`config.mk`:
```
export PLATFORM = sky130hd
export DESIGN_NAME = indexed_list_insert
export DESIGN_NICKNAME = d
export VERILOG_FILES = /design/src/design/ili_pkg.sv /design/src/design/ili_ctrl.sv /design/src/design/ili_dpath.sv /design/src/design/indexed_list_insert.sv
export SDC_FILE = /design/constraint.sdc
export NUM_CORES = 2
export LEC_CHECK = 0
export BUFFER_PORTS_ARGS = -buffer_cell sky130_fd_sc_hd__buf_2
export CORE_MARGIN = 1
export CORE_UTILIZATION = 40
export CTS_CLUSTER_DIAMETER = 200
export DETAILED_ROUTE_END_ITERATION = 7
export HOLD_SLACK_MARGIN = 0.08
export SETUP_SLACK_MARGIN = 0.4
export SKIP_LAST_GASP = 1
export SYNTH_ARGS = -nofsm -noshare
export SYNTH_HDL_FRONTEND = slang
export SYNTH_SLANG_ARGS = --single-unit
```
`constraint.sdc`:
```
create_clock -name clock -period 6.3 [get_ports clock]
set_input_delay 1.575 -clock clock [delete_from_list [all_inputs] [get_ports clock]]
set_output_delay 1.575 -clock clock [all_outputs]
set_load 0.05 [all_outputs]
```
`src/design/ili_pkg.sv`:
```
// shared types and constants for the indexed list insert block
package ili_pkg;

   localparam int DEPTH_DEFAULT       = 32;
   localparam int VALUE_WIDTH_DEFAULT = 32;
   localparam int POS_WIDTH           = 10;
   localparam int ELEM_WIDTH          = 32;

   typedef enum logic [1:0] {
      KIND_FORWARD = 2'd0,
      KIND_REVERSE = 2'd1,
      KIND_INVALID = 2'd2,
      KIND_FULL    = 2'd3
   } kind_type;

   typedef enum logic [1:0] {
      ST_IDLE,
      ST_DECIDE,
      ST_FORWARD,
      ST_REVERSE
   } state_type;

   typedef struct packed {
      logic     capture;
      logic     insert;
      logic     idx_clear;
      logic     idx_inc;
      logic     idx_dec;
      logic     load;
      kind_type kind;
      logic     last;
   } cmd_type;

   typedef struct packed {
      logic pos_invalid;
      logic full;
      logic idx_last;
      logic idx_zero;
      logic slot_free;
   } status_type;

endpackage

```
`src/design/ili_ctrl.sv`:
```
// controller state machine for the indexed list insert block
module ili_ctrl (
   input  logic                clock,
   input  logic                reset,
   input  logic                req_valid,
   output logic                req_ready,
   input  ili_pkg::status_type status,
   output ili_pkg::cmd_type    cmd
);
   import ili_pkg::*;

   state_type state_ff;
   state_type state_in;

   always_ff @(posedge clock) begin
      if (reset) begin
         state_ff <= ST_IDLE;
      end else begin
         state_ff <= state_in;
      end
   end

   always_comb begin
      state_in = state_ff;
      case (state_ff)
         ST_IDLE: begin
            if (req_valid) begin
               state_in = ST_DECIDE;
            end
         end
         ST_DECIDE: begin
            if (status.pos_invalid || status.full) begin
               if (status.slot_free) begin
                  state_in = ST_IDLE;
               end
            end else begin
               state_in = ST_FORWARD;
            end
         end
         ST_FORWARD: begin
            if (status.slot_free && status.idx_last) begin
               state_in = ST_REVERSE;
            end
         end
         ST_REVERSE: begin
            if (status.slot_free && status.idx_zero) begin
               state_in = ST_IDLE;
            end
         end
         default: begin
            state_in = ST_IDLE;
         end
      endcase
   end

   always_comb begin
      req_ready     = 1'b0;
      cmd           = '0;
      cmd.kind      = KIND_FORWARD;
      case (state_ff)
         ST_IDLE: begin
            req_ready   = 1'b1;
            cmd.capture = req_valid;
         end
         ST_DECIDE: begin
            if (status.pos_invalid) begin
               cmd.load = status.slot_free;
               cmd.kind = KIND_INVALID;
               cmd.last = 1'b1;
            end else if (status.full) begin
               cmd.load = status.slot_free;
               cmd.kind = KIND_FULL;
               cmd.last = 1'b1;
            end else begin
               cmd.insert    = 1'b1;
               cmd.idx_clear = 1'b1;
            end
         end
         ST_FORWARD: begin
            cmd.load    = status.slot_free;
            cmd.kind    = KIND_FORWARD;
            cmd.idx_inc = status.slot_free && !status.idx_last;
         end
         ST_REVERSE: begin
            cmd.load    = status.slot_free;
            cmd.kind    = KIND_REVERSE;
            cmd.last    = status.idx_zero;
            cmd.idx_dec = status.slot_free && !status.idx_zero;
         end
         default: begin
            req_ready = 1'b0;
         end
      endcase
   end

endmodule

```
`src/design/ili_dpath.sv`:
```
// list storage, count, walk index and output register
module ili_dpath #(
   parameter int DEPTH       = ili_pkg::DEPTH_DEFAULT,
   parameter int VALUE_WIDTH = ili_pkg::VALUE_WIDTH_DEFAULT
) (
   input  logic                                 clock,
   input  logic                                 reset,
   input  logic [ili_pkg::POS_WIDTH-1:0]        req_position,
   input  logic signed [ili_pkg::ELEM_WIDTH-1:0] req_value,
   input  ili_pkg::cmd_type                     cmd,
   output ili_pkg::status_type                  status,
   output logic                                 rsp_valid,
   input  logic                                 rsp_ready,
   output logic [1:0]                           rsp_kind,
   output logic signed [ili_pkg::ELEM_WIDTH-1:0] rsp_element,
   output logic                                 rsp_last
);
   import ili_pkg::*;

   localparam int CNT_W = $clog2(DEPTH + 1);
   localparam int IDX_W = (DEPTH > 1) ? $clog2(DEPTH) : 1;

   logic [POS_WIDTH-1:0]          pos_ff;
   logic signed [VALUE_WIDTH-1:0] val_ff;
   logic [CNT_W-1:0]              count_ff;
   logic [CNT_W-1:0]              count_in;
   logic [IDX_W-1:0]              idx_ff;
   logic [IDX_W-1:0]              idx_in;
   logic signed [VALUE_WIDTH-1:0] entries_ff [DEPTH];
   logic signed [VALUE_WIDTH-1:0] entries_in [DEPTH];
   logic signed [VALUE_WIDTH-1:0] read_value;

   logic                          rsp_valid_ff;
   logic                          rsp_valid_in;
   kind_type                      kind_ff;
   logic signed [ELEM_WIDTH-1:0]  element_ff;
   logic signed [ELEM_WIDTH-1:0]  element_in;
   logic                          last_ff;

   // captured word
   always_ff @(posedge clock) begin
      if (cmd.capture) begin
         pos_ff <= req_position;
         val_ff <= VALUE_WIDTH'(req_value);
      end
   end

   // shift up and insert in one step
   for (genvar i = 0; i < DEPTH; i++) begin : g_entry
      if (i == 0) begin : g_head
         always_comb begin
            entries_in[i] = entries_ff[i];
            if (cmd.insert && (pos_ff == POS_WIDTH'(i))) begin
               entries_in[i] = val_ff;
            end
         end
      end else begin : g_body
         always_comb begin
            entries_in[i] = entries_ff[i];
            if (cmd.insert) begin
               if (pos_ff == POS_WIDTH'(i)) begin
                  entries_in[i] = val_ff;
               end else if ((pos_ff < POS_WIDTH'(i)) && (CNT_W'(i) <= count_ff)) begin
                  entries_in[i] = entries_ff[i-1];
               end
            end
         end
      end
      always_ff @(posedge clock) begin
         entries_ff[i] <= entries_in[i];
      end
   end

   assign count_in = cmd.insert ? count_ff + CNT_W'(1) : count_ff;

   always_comb begin
      idx_in = idx_ff;
      if (cmd.idx_clear) begin
         idx_in = '0;
      end else if (cmd.idx_inc) begin
         idx_in = idx_ff + IDX_W'(1);
      end else if (cmd.idx_dec) begin
         idx_in = idx_ff - IDX_W'(1);
      end
   end

   always_ff @(posedge clock) begin
      if (reset) begin
         count_ff <= '0;
      end else begin
         count_ff <= count_in;
      end
      idx_ff <= idx_in;
   end

   assign read_value = entries_ff[idx_ff];

   assign status.pos_invalid = pos_ff > POS_WIDTH'(count_ff);
   assign status.full        = count_ff == CNT_W'(DEPTH);
   assign status.idx_last    = (CNT_W'(idx_ff) + CNT_W'(1)) == count_ff;
   assign status.idx_zero    = idx_ff == '0;
   assign status.slot_free   = !rsp_valid_ff || rsp_ready;

   // output word register
   assign rsp_valid_in = cmd.load || (rsp_valid_ff && !rsp_ready);
   assign element_in   = ((cmd.kind == KIND_FORWARD) || (cmd.kind == KIND_REVERSE))
                         ? ELEM_WIDTH'(read_value) : '0;

   always_ff @(posedge clock) begin
      if (reset) begin
         rsp_valid_ff <= 1'b0;
      end else begin
         rsp_valid_ff <= rsp_valid_in;
      end
      if (cmd.load) begin
         kind_ff    <= cmd.kind;
         element_ff <= element_in;
         last_ff    <= cmd.last;
      end
   end

   assign rsp_valid   = rsp_valid_ff;
   assign rsp_kind    = kind_ff;
   assign rsp_element = element_ff;
   assign rsp_last    = last_ff;

`ifndef SYNTHESIS
   a_count_bound: assert property (@(posedge clock) disable iff (reset)
      count_ff <= CNT_W'(DEPTH))
      else $error("list count above depth");

   a_insert_legal: assert property (@(posedge clock) disable iff (reset)
      cmd.insert |-> (!status.pos_invalid && !status.full))
      else $error("insert on invalid index or full list");

   a_insert_grows: assert property (@(posedge clock) disable iff (reset)
      cmd.insert |=> (count_ff == $past(count_ff) + CNT_W'(1)))
      else $error("insert did not grow the list by one");

   a_load_no_overwrite: assert property (@(posedge clock) disable iff (reset)
      (rsp_valid_ff && !rsp_ready) |-> !cmd.load)
      else $error("output word overwritten while stalled");
`endif

endmodule

```
`src/design/indexed_list_insert.sv`:
```
// top level of the indexed list insert block
//
// Keeps an ordered list of up to DEPTH signed values. Each request word gives
// a position and a value; a position at most the count inserts the value
// there, and the block answers with the whole list front to back (kind 0),
// then back to front (kind 1), last set on the final word. A position above
// the count answers one kind 2 word, a full list one kind 3 word, element zero.
// An insert is taken in the idle state, checked and shifted in parallel in
// the decide state, then answered with one response word per cycle while
// the output register is free (rsp_ready low stalls it), out of a single
// read mux into the output register. A rejected request gets its one word
// from the decide state. A new request is taken as soon as the controller
// is idle, even while the last response word still waits.
module indexed_list_insert #(
   parameter int DEPTH       = ili_pkg::DEPTH_DEFAULT,
   parameter int VALUE_WIDTH = ili_pkg::VALUE_WIDTH_DEFAULT
) (
   input  logic                                  clock,
   input  logic                                  reset,
   input  logic                                  req_valid,
   output logic                                  req_ready,
   input  logic [ili_pkg::POS_WIDTH-1:0]         req_position,
   input  logic signed [ili_pkg::ELEM_WIDTH-1:0] req_value,
   output logic                                  rsp_valid,
   input  logic                                  rsp_ready,
   output logic [1:0]                            rsp_kind,
   output logic signed [ili_pkg::ELEM_WIDTH-1:0] rsp_element,
   output logic                                  rsp_last
);
   import ili_pkg::*;

   cmd_type    cmd;
   status_type status;

   ili_ctrl u_ctrl (
      .clock     (clock),
      .reset     (reset),
      .req_valid (req_valid),
      .req_ready (req_ready),
      .status    (status),
      .cmd       (cmd)
   );

   ili_dpath #(
      .DEPTH       (DEPTH),
      .VALUE_WIDTH (VALUE_WIDTH)
   ) u_dpath (
      .clock        (clock),
      .reset        (reset),
      .req_position (req_position),
      .req_value    (req_value),
      .cmd          (cmd),
      .status       (status),
      .rsp_valid    (rsp_valid),
      .rsp_ready    (rsp_ready),
      .rsp_kind     (rsp_kind),
      .rsp_element  (rsp_element),
      .rsp_last     (rsp_last)
   );

endmodule

```
==> impl_metrics.env <==
export IMPL_outcome="completed"
export IMPL_crit_path_top_delay_cell="nor2_4"
export IMPL_drive_above_1_share_pct=46.4
export IMPL_ant_nets=0
export IMPL_grt_busiest_layer="met2"
export IMPL_dp_hpwl_um=94500
export IMPL_setup_viol=0
export IMPL_antenna_found_initial=7
export IMPL_vias=32000
export IMPL_cts_sinks=1115
export IMPL_max_freq_ghz=0.229
export IMPL_yosys_warnings=0
export IMPL_clkSlewWorstSetupHoldPaths_ps=60
export IMPL_track_usage_pct=22.3
export IMPL_grt_max_degree=128
export IMPL_finalCriticalPeriod_ps=4370
export IMPL_gr_usage_met1_pct=31.8
export IMPL_synth_fa_ha_area_share_pct=0.372
export IMPL_syn_area_um2=55800
export IMPL_rows=136
export IMPL_synth_seq_cells=1115
export IMPL_worstPathMaxFanout=32
export IMPL_hold_path_class="reg -> reg"
export IMPL_arrival_ps=4810
export IMPL_core_um2=138000
export IMPL_drc_errors=0
export IMPL_met2_usage_pct=35.4
export IMPL_path_cells="clkinv_1 > ha_1 > nand4_1 > o21bai_1 > a31oi_1 > buf_4 > or2_4 > nor2_4 > buf_4"
export IMPL_rsz0062_at_grt="false"
export IMPL_synthFlopType="edfxtp_1"
export IMPL_wl_um=158000
export IMPL_tns_ps=0
export IMPL_clockBufferDepth=3
export IMPL_clk_latency_ps=760
export IMPL_vias_per_cell=5.95
export IMPL_gr_total_overflow=0
export IMPL_grt_pass1_vias=32200
export IMPL_cts_tree="yes"
export IMPL_io_pins=83
export IMPL_period_share_pct=69.3
export IMPL_async_reset_ff_share_pct=0
export IMPL_pwr_density_cell_nw_per_um2=331
export IMPL_post_cts_resized=0
export IMPL_critical_path_top_delay_family="simple AND/OR/NAND/NOR gates"
export IMPL_die_area_um2=141000
export IMPL_synth_nets=3504
export IMPL_critical_path_required_ps=6740
export IMPL_hold_viol_final=0
export IMPL_relSlewSlack_pct=10.0
export IMPL_layout_nets=3473
export IMPL_cap_violations=0
export IMPL_port_buffers=82
export IMPL_crit_type="reg -> reg"
export IMPL_worstMarginPinSlew_ps=1350
export IMPL_synth_top_family_by_area="multiplexers"
export IMPL_p_leak_nw=20.1
export IMPL_die_width_um=375
export IMPL_dr_first_iter_drc_count=3372
export IMPL_fillers=12000
export IMPL_cts_made_buffers=120
export IMPL_yosysUniqueCellTypes=65
export IMPL_cp_common_cell="buf_4"
export IMPL_slew_violations=0
export IMPL_synth_compound_area_share_pct=3.32
export IMPL_crit_buf_inv=3
export IMPL_fin_cells=5375
export IMPL_synthMuxAreaShare_pct=29.8
export IMPL_wl_per_cell_um=29.3
export IMPL_ir_worst_vdd_mv=0.299
export IMPL_dp_cells=5152
export IMPL_yosysSeqAreaShare_pct=59.8
export IMPL_cp_end_kind="register"
export IMPL_synthCells=3442
export IMPL_ctsHoldBuffers=0
export IMPL_cts_root_buf="clkbuf_16"
export IMPL_synth_xor_area_share_pct=0.126
export IMPL_power_mw=20.6
export IMPL_met3_usage_pct=3.67
export IMPL_cts_setup_buffers=0
export IMPL_synth_edf_count=1101
export IMPL_h_tree_depth=3
export IMPL_die_y_um=375
export IMPL_cp_slowest_stage_delay_ps=900
export IMPL_worstSetupStartpointType="register"
export IMPL_grt_pass1_wl_um=232000
export IMPL_area_delta_synth_final_pct=11.6
export IMPL_clock_skew_final_ps=41.2
export IMPL_synth_avg_cell_area_um2=16.2
export IMPL_start_util_pct=40.4
export IMPL_yosys_area_share_simple_pct=4.03
export IMPL_routabilityCongestion=0.875
export IMPL_drt_pass1_iter_count=5
tightest hold or removal path, stage by stage, from the launching register on:
cell      delay, ps
edfxtp_1        350
nand2_1          50
nand2_1          50
final cells by class:
class / count / area (µm²) / share of cell area (%)
tap: 1863 / 2330 / 3.74
clock buffer: 156 / 3250 / 5.22
antenna: 1 / 2.50 / 0.00402
sequential: 1115 / 33400 / 53.6
clock inverter: 66 / 551 / 0.884
timing repair buffer: 179 / 1190 / 1.91
inverter: 19 / 72.6 / 0.117
multi-input combinational: 1976 / 21500 / 34.6
state kept, by name, indices dropped and copies added, names as in the netlist, 2 cells and up, named ones only:
register,flops
u_dpath.rsp_kind,2
u_dpath.idx_ff,5
u_dpath.entries_ff,1024
u_dpath.val_ff,32
u_dpath.rsp_element,32
u_dpath.pos_ff,10
u_dpath.count_ff,6
synthesized netlist by cell type, types with 23 or more instances:
cell type | number | area [µm²]
edfxtp_1 | 1101 | 33100
mux2_2 | 938 | 10600
nand2_1 | 266 | 998
mux4_2 | 256 | 5770
clkbuf_1 | 201 | 754
buf_2 | 84 | 420
a31oi_1 | 71 | 444
nor2b_1 | 71 | 444
a211oi_1 | 69 | 518
buf_1 | 45 | 169
nor2_1 | 38 | 143
a21oi_1 | 35 | 175
a22o_1 | 32 | 280
nand3_1 | 25 | 125
mux2_1 | 23 | 259
power by group:
| group | switching [mW] | total, mW | leakage [nW] | internal (mW) |
|---|---|---|---|---|
| registers | 0.384 | 8.61 | 10.1 | 8.23 |
| clock network | 3.06 | 6.97 | 1.87 | 3.91 |
| logic | 3.02 | 5.06 | 8.15 | 2.03 |
| total | 6.46 | 20.6 | 20.1 | 14.2 |
per-layer routing:
| metal | vias up | share of wire, % |
|---|---|---|
| li1 | 13600 | - |
| met1 | 17000 | 44 |
| met2 | 1124 | 47 |
| met3 | 174 | 6.7 |
| met4 | 0 | 2.1 |
| met5 | - | 0 |
stage by stage:
stage,setup slack [ps],hold WS [ps],cell area [µm²],utilization (%)
after floorplan,863,484,55800,-
final,1930,537,62300,45.1
after global placement,2000,519,58500,42.4
after global routing,1720,566,62300,45.1
after CTS,1950,539,62300,45.1
after detailed placement,1960,527,58500,42.4
final timing paths:
| check | from | end | slack, ps | depth (start not counted) |
|---|---|---|---|---|
| worst max-delay path | u_dpath.count_ff[2] | u_dpath.entries_ff[24][30] | 1930 | 9 |
| worst min-delay path | u_dpath.entries_ff[9][26] | u_dpath.entries_ff[10][26] | 540 | 2 |
| worst max register to register | u_dpath.count_ff[2] | u_dpath.entries_ff[24][30] | 1930 | 9 |
| worst min register to register | u_dpath.entries_ff[9][26] | u_dpath.entries_ff[10][26] | 540 | 2 |
logic make-up after synthesis:
family          after synthesis
simple gates                463
compound gates              267
fa+ha+maj                    16
mux                        1222
xor+xnor                      8
buf+inv                     351
flops                      1115
layout by cell type, fill, tap and decap left out, drive strengths merged, types with 20 or more instances in the layout:
| cell | synthesis | routed |
|---|---|---|
| edfxtp | 1101 | 1101 |
| mux2 | 961 | 961 |
| nand2 | 266 | 266 |
| mux4 | 256 | 256 |
| buf | 131 | 179 |
| clkbuf | 201 | 156 |
| nor2b | 71 | 71 |
| a31oi | 71 | 71 |
| a211oi | 69 | 69 |
| clkinv | 1 | 55 |
| nor2 | 38 | 38 |
| a21oi | 35 | 35 |
| a22o | 32 | 32 |
| nand3 | 29 | 29 |
| inv | 18 | 20 |
Note: power is estimated with default switching activity, not from simulation.
